<file path="src/rtl/core/assert_macros.svh">
// Assertion macros shared by the aggregator RTL.
`ifndef ASSERT_MACROS_SVH
`define ASSERT_MACROS_SVH
`ifndef SYNTHESIS
`define ASSERT_CLK(lbl, clk, rstn, prop, msg) \
  lbl: assert property (@(posedge clk) disable iff (!rstn) prop) else $error(msg);
`define ASSERT_DEF(lbl, prop, msg) `ASSERT_CLK(lbl, clk_i, rst_ni, prop, msg)
`else
`define ASSERT_CLK(lbl, clk, rstn, prop, msg)
`define ASSERT_DEF(lbl, prop, msg)
`endif
`endif

</file>
<file path="src/rtl/core/obla_pkg.sv">
// Types and constants of the order book level aggregator.
package obla_pkg;

  localparam int unsigned DEPTH_DEF = 16;
  localparam int unsigned PRICE_W   = 20;
  localparam int unsigned QTY_IN_W  = 16;
  localparam int unsigned QTY_W     = 32;
  localparam int unsigned LEVEL_W   = 4;
  localparam int unsigned LEVEL_N   = 1 << LEVEL_W;

  localparam logic MODE_ADD  = 1'b0;
  localparam logic MODE_READ = 1'b1;
  localparam logic SIDE_BUY  = 1'b0;
  localparam logic SIDE_SELL = 1'b1;

  typedef struct packed {
    logic                mode;
    logic                side;
    logic [PRICE_W-1:0]  price;
    logic [QTY_IN_W-1:0] quantity;
    logic [LEVEL_W-1:0]  level;
  } in_item_t;

  typedef struct packed {
    logic [PRICE_W-1:0] level_price;
    logic [QTY_W-1:0]   level_quantity;
    logic               level_valid;
  } out_item_t;

  typedef struct packed {
    logic               used;
    logic [PRICE_W-1:0] price;
    logic [QTY_W-1:0]   qty;
  } entry_t;

  typedef struct packed {
    logic hit;
    logic merged;
  } link_t;

endpackage

</file>
<file path="src/rtl/core/obla_cell.sv">
// One price level cell: compare, merge, insert or take the neighbor's level.
module obla_cell #(
  parameter bit IS_SELL = 1'b0
) (
  input  logic                          clk_i,
  input  logic                          rst_ni,
  input  logic                          add_i,
  input  logic [obla_pkg::PRICE_W-1:0]  price_i,
  input  logic [obla_pkg::QTY_IN_W-1:0] qty_i,
  input  obla_pkg::link_t               link_i,
  input  obla_pkg::entry_t              prev_entry_i,
  output obla_pkg::link_t               link_o,
  output obla_pkg::entry_t              entry_o
);

  logic                         used_q, used_d;
  logic [obla_pkg::PRICE_W-1:0] price_q, price_d;
  logic [obla_pkg::QTY_W-1:0]   qty_q, qty_d;
  logic                         match, better, hit, first, merge, shift;
  logic [obla_pkg::QTY_W:0]     sum;

  always_comb begin
    match  = used_q && (price_i == price_q);
    better = IS_SELL ? (price_i < price_q) : (price_i > price_q);
    hit    = !used_q || match || better;
    first  = hit && !link_i.hit;
    merge  = first && match;
    shift  = link_i.hit && !link_i.merged;
    sum    = {1'b0, qty_q} + (obla_pkg::QTY_W + 1)'(qty_i);

    used_d  = used_q;
    price_d = price_q;
    qty_d   = qty_q;
    if (add_i) begin
      if (shift) begin
        used_d  = prev_entry_i.used;
        price_d = prev_entry_i.price;
        qty_d   = prev_entry_i.qty;
      end else if (merge) begin
        qty_d = sum[obla_pkg::QTY_W] ? {obla_pkg::QTY_W{1'b1}} : sum[obla_pkg::QTY_W-1:0];
      end else if (first) begin
        used_d  = 1'b1;
        price_d = price_i;
        qty_d   = obla_pkg::QTY_W'(qty_i);
      end
    end
  end

  assign link_o.hit    = hit;
  assign link_o.merged = link_i.merged || merge;
  assign entry_o       = '{used: used_q, price: price_q, qty: qty_q};

  always_ff @(posedge clk_i or negedge rst_ni) begin
    if (!rst_ni) begin
      used_q <= 1'b0;
    end else begin
      used_q <= used_d;
    end
  end

  always_ff @(posedge clk_i) begin
    price_q <= price_d;
    qty_q   <= qty_d;
  end

endmodule

</file>
<file path="src/rtl/core/obla_book.sv">
// One sorted book: a chain of level cells and the level read select.
`include "assert_macros.svh"
module obla_book #(
  parameter int unsigned DEPTH   = obla_pkg::DEPTH_DEF,
  parameter bit          IS_SELL = 1'b0
) (
  input  logic                          clk_i,
  input  logic                          rst_ni,
  input  logic                          add_i,
  input  logic [obla_pkg::PRICE_W-1:0]  price_i,
  input  logic [obla_pkg::QTY_IN_W-1:0] qty_i,
  input  logic [obla_pkg::LEVEL_W-1:0]  level_i,
  output obla_pkg::entry_t              rd_entry_o
);

  localparam int unsigned RD_N = (DEPTH < obla_pkg::LEVEL_N) ? DEPTH : obla_pkg::LEVEL_N;

  obla_pkg::link_t  link  [DEPTH+1];
  obla_pkg::entry_t entry [DEPTH];
  logic [DEPTH-1:0] used_vec;

  assign link[0] = '0;

  for (genvar k = 0; k < DEPTH; k++) begin : g_cell
    obla_pkg::entry_t prev_entry;
    if (k == 0) begin : g_head
      assign prev_entry = '0;
    end else begin : g_body
      assign prev_entry = entry[k-1];
    end
    obla_cell #(
      .IS_SELL (IS_SELL)
    ) u_cell (
      .clk_i        (clk_i),
      .rst_ni       (rst_ni),
      .add_i        (add_i),
      .price_i      (price_i),
      .qty_i        (qty_i),
      .link_i       (link[k]),
      .prev_entry_i (prev_entry),
      .link_o       (link[k+1]),
      .entry_o      (entry[k])
    );
    assign used_vec[k] = entry[k].used;
  end

  always_comb begin
    rd_entry_o = '0;
    for (int k = 0; k < RD_N; k++) begin
      if (level_i == obla_pkg::LEVEL_W'(k) && entry[k].used) begin
        rd_entry_o = entry[k];
      end
    end
  end

  `ASSERT_DEF(a_used_prefix, (used_vec & (used_vec + DEPTH'(1))) == '0,
              "used levels not a prefix")
  `ASSERT_DEF(a_add_fills, add_i && !used_vec[0] |=> used_vec[0], "add to empty book lost")
  `ASSERT_DEF(a_rd_empty_zero, !rd_entry_o.used |-> rd_entry_o == '0, "empty read not zero")

endmodule

</file>
<file path="config.mk">
export PLATFORM = sky130hd
export DESIGN_NAME = obla_book
export DESIGN_NICKNAME = d
export VERILOG_FILES = /design/src/rtl/core/obla_pkg.sv /design/src/rtl/core/obla_cell.sv /design/src/rtl/core/obla_book.sv
export VERILOG_INCLUDE_DIRS = /design/src /design/src/rtl/core
export SDC_FILE = /design/constraint.sdc
export NUM_CORES = 2
export LEC_CHECK = 0
export ABC_AREA = 1
export BUFFER_PORTS_ARGS = -buffer_cell sky130_fd_sc_hd__buf_2
export CAP_MARGIN = 10
export CORE_MARGIN = 2
export CORE_UTILIZATION = 55
export DETAILED_ROUTE_END_ITERATION = 16
export PLACE_DENSITY_LB_ADDON = 0.2
export SLEW_MARGIN = 40
export SYNTH_ARGS = -nofsm -noshare
export SYNTH_HDL_FRONTEND = slang
export SYNTH_HIERARCHICAL = 1
export SYNTH_SLANG_ARGS = --single-unit
</file>
<file path="constraint.sdc">
create_clock -name clk_i -period 10 [get_ports clk_i]
set_input_delay 2 -clock clk_i [delete_from_list [all_inputs] [get_ports clk_i]]
set_output_delay 2 -clock clk_i [all_outputs]
set_load 0.005 [all_outputs]
</file>
# After elaboration in Yosys (flattened, before gate mapping)
# Cells that the tools add are included.
op_classes:
  mux: 169
  n_bitwise: 1
  n_eq_ne: 46
  n_lt_le_gt_ge: 16
  add_sub_neg: 16
  n_reduce_logical: 234
ops:
  columns: ["op", "n"]
  rows:
  - ["$mux 32", 63]
  - ["$mux 20", 45]
  - ["$mux 53", 16]
  - ["$add 32x16->33", 16]
  - ["$eq 20x20->1", 16]
  - ["$gt 20x20->1", 16]
  - ["$logic_and 1x1->1", 78]
  - ["$reduce_and 3->1", 16]
  - ["$logic_not 1->1", 46]
  - ["$logic_or 1x1->1", 46]
  - ["$mux 1", 45]
  - ["$reduce_bool 3->1", 15]
  - ["$eq 4x4->1 const B", 8]
  - ["$reduce_and 2->1", 16]
  - ["$reduce_bool 2->1", 16]
  - ["$ne 2x2->1 const B", 15]
  - ["$eq 4x3->1 const B", 4]
  - ["$eq 4x2->1 const B", 2]
  - ["$eq 4x1->1 const B", 1]
  - ["$logic_not 4->1", 1]
  - ["$not 1->1", 1]
word_totals:
  word_cells: 530
  register_bits: 848
  output_inout_bits: 53
  inputBits: 43

# Logic depth before layout (Yosys ltp)
logic_depth:
  ltp_word: 25
  ltp_mapped: 34
  depth_no_buf: 32

# Cells and area by module
# The synthesis kept the hierarchy.
by_module_without_submodules:
  columns: ["module", "area_per_inst_um2", "instances", "seq_area_each_um2", "cells_each"]
  rows:
  - ["obla_cell at g_cell[10].u_cell ...", 4878.4, 7, 1586.5, 725]
  - ["obla_cell at g_cell[2].u_cell ...", 4854.7, 7, 1586.5, 724]
  - ["obla_book", 6864.1, 1, 0.0, 1466]
  - ["obla_cell at g_cell[0].u_cell", 4854.7, 1, 1586.5, 723]
  - ["obla_cell at g_cell[9].u_cell", 4807.1, 1, 1586.5, 720]

# Least setup slack after synthesis
# OpenSTA, ideal clock, no wires.
synth_path:
  kind: "in2reg"
  startpoint: "input port price_i[11] (netlist name)"
  endpoint: "register g_cell[15].u_cell/qty_q[0] (netlist name), enable pin"
  required_ns: 9.568
  arrival_time_ns: 9.852
  stages: 30
  setup_ns: 0.432
  n_path_buf: 3
  setup_slack_ns: -0.284
  cell_sequence: "ha_1 nand2_1 nor2_1 inv_1 nor3_1 a21oi_1 nand2_1 buf_4 inv_1 nand4_1 inv_2 buf_4 or2_2 or2_2 or2_2 or2_2 or2_2 or2_2 or2_2 or2_2 or2_2 or2_2 or2_2 or2_2 or2_2 or2_2 nor2_1 inv_1 buf_4 a21oi_1"
synth_rtl:
  columns: ["element", "line_no", "source"]
  rows:
  - ["start, declared", "obla_book.sv:10", "input logic [obla_pkg::PRICE_W-1:0] price_i,"]
  - ["end signal, assigned", "obla_cell.sv:63", "qty_q <= qty_d;"]
  - ["end, declared", "obla_cell.sv:18", "logic [obla_pkg::QTY_W-1:0] qty_q, qty_d;"]

==> flow_metrics.env <==
export IMPL_status="completed"
export IMPL_crit_fanout=32
export IMPL_dieArea_um2=157000
export IMPL_layout_commonest_cell="nand2_1"
export IMPL_numCtsBuffers=105
export IMPL_cap_violations=0
export IMPL_cts_buffer_depth=3
export IMPL_tightest_slew_ns=0.966
export IMPL_startpoint_type="input port"
export IMPL_crit_type="in -> reg"
export IMPL_grt_pass1_wl_um=527000
export IMPL_layout_min_cycle_time_ns=9.27
export IMPL_start_util=0.555
export IMPL_syn_cell_area_um2=84600
export IMPL_wl_per_cell_um=23.6
export IMPL_p_leak_nw=47.8
export IMPL_num_nets_final=13700
export IMPL_core_area_um2=152000
export IMPL_clock_latency_ns=0.79
export IMPL_htreeDepth=3
export IMPL_hold_buffers=0
export IMPL_clkTransAtPathRegs_ns=0.06
export IMPL_yosys_warnings=6
export IMPL_routed_wl_um=359000
export IMPL_cp_required_ns=10.36
export IMPL_cts_tree="done"
export IMPL_powerDensity_nw_per_um2=189
export IMPL_slowest_stage="buf_4"
export IMPL_placedCellCount=15000
export IMPL_cp_end_kind="flip-flop"
export IMPL_instances_no_fill=15200
export IMPL_drt_vias_per_instance=6.02
export IMPL_cts_setup_buffers=0
export IMPL_fin_setup_tns_ns=0
export IMPL_initialDrtViolationCount=12700
export IMPL_cp_arrival_ns=9.63
export IMPL_drv_slew=0
export IMPL_min_delay_path_class="reg -> reg"
export IMPL_fp_dieH_um=396
export IMPL_grt_antenna_before_repair=8
export IMPL_max_stage_delay_ns=0.45
export IMPL_rsz0062_at_grt="no"
export IMPL_hpwl_um=274000
export IMPL_grt_overflow=0
export IMPL_grt_max_degree=60
export IMPL_final_cell_mix="nand2_1, inv_1, nand3_1"
export IMPL_die_w_um=396
export IMPL_hold_viol=0
export IMPL_antenna_left=0
export IMPL_clock_skew_ns=0.0732
export IMPL_clkSinkCount=848
export IMPL_fmax_mhz=108
export IMPL_ir_drop_mv=0.177
export IMPL_cp_common_cell="or2_2"
export IMPL_cts_resized=0
export IMPL_drc_errors=0
export IMPL_io_pins=96
export IMPL_clockRootBuffer="clkbuf_16"
export IMPL_firstDrtPassIters=9
export IMPL_final_core_util=0.596
export IMPL_gp_congestion=1.06
export IMPL_rows=143
export IMPL_numPortBuffers=95
export IMPL_relSlewSlack=0.356
export IMPL_synth_avg_cell_area_um2=6.49
export IMPL_drive_above_1_share=0.0696
export IMPL_finalCritPeriodShare=0.927
export IMPL_grtUsageTotal=0.443
export IMPL_routed_via_count=91500
export IMPL_area_growth_pct=7.29
export IMPL_setup_viol=0
export IMPL_syn_inst=13000
export IMPL_grt_pass1_vias=84500
-- per-stage QoR --
stage               setup WS [ns]  total power, mW  hold slack, ns  cell area, µm²
CTS                         0.850             16.8           0.566           90800
floorplan                  0.0267             10.2           0.506           84900
finish                      0.728             17.1           0.565           90800
global route                0.497             17.9           0.599           90800
detailed placement         0.0499             12.7           0.555           87200
global placement            0.226             12.6           0.557           87100
-- final timing paths --
kind                                                               from                                 endpoint  slack, ns  depth (start not counted)
worst min-delay path            g_cell[14].u_cell/price_q[12]$_DFFE_PP_  g_cell[15].u_cell/price_q[12]$_DFFE_PP_       0.57                          2
worst max register to register   g_cell[0].u_cell/price_q[11]$_DFFE_PP_    g_cell[15].u_cell/qty_q[17]$_DFFE_PP_       1.41                         29
min in group asynchronous                                        rst_ni      g_cell[0].u_cell/used_q$_DFFE_PN0P_       1.29                          1
max in group asynchronous                                        rst_ni      g_cell[1].u_cell/used_q$_DFFE_PN0P_       8.19                          1
worst min register to register  g_cell[14].u_cell/price_q[12]$_DFFE_PP_  g_cell[15].u_cell/price_q[12]$_DFFE_PP_       0.57                          2
worst max-delay path                                        price_i[11]    g_cell[15].u_cell/qty_q[17]$_DFFE_PP_       0.73                         29
-- critical path: cells and delay by family --
| kind | cells | cell delay, ns |
|---|---|---|
| AND/OR/NAND/NOR | 20 | 6.07 |
| buffers and inverters | 6 | 0.96 |
| adder cells (fa/ha/maj) | 1 | 0.30 |
| AO/OA/AOI/OAI | 2 | 0.25 |
-- final cells by class --
class	count	area (µm²)
diodes	1	2.50
clock buffers	120	2680
clock inverters	75	872
fillers	14700	61600
inverters	1660	6250
multi-input cells	10200	51400
flip-flops and latches	848	25400
well taps	2030	2540
repair buffers	237	1630
-- report_power, final --
part,leakage [nW],switching (mW),internal (mW)
registers,8.14,1.18,4.95
clock network,1.72,1.75,2.31
logic,37.9,4.86,2.08
-- sequential cells by signal, indices dropped and copies added (netlist names) --
signal / count
g_cell.u_cell/qty_q: 512
g_cell.u_cell/price_q: 320
g_cell.u_cell/used_q: 16
-- per-layer routing --
metal  global-route usage  vias up  routed length (µm)
met5                    0        -                  52
met3                0.106     1316               45000
met2                0.682     6100              153000
met1                0.551    41900              131000
met4                0.302        8               29500
li1                     -    42100                   -
(Power assumes the default switching activity.)
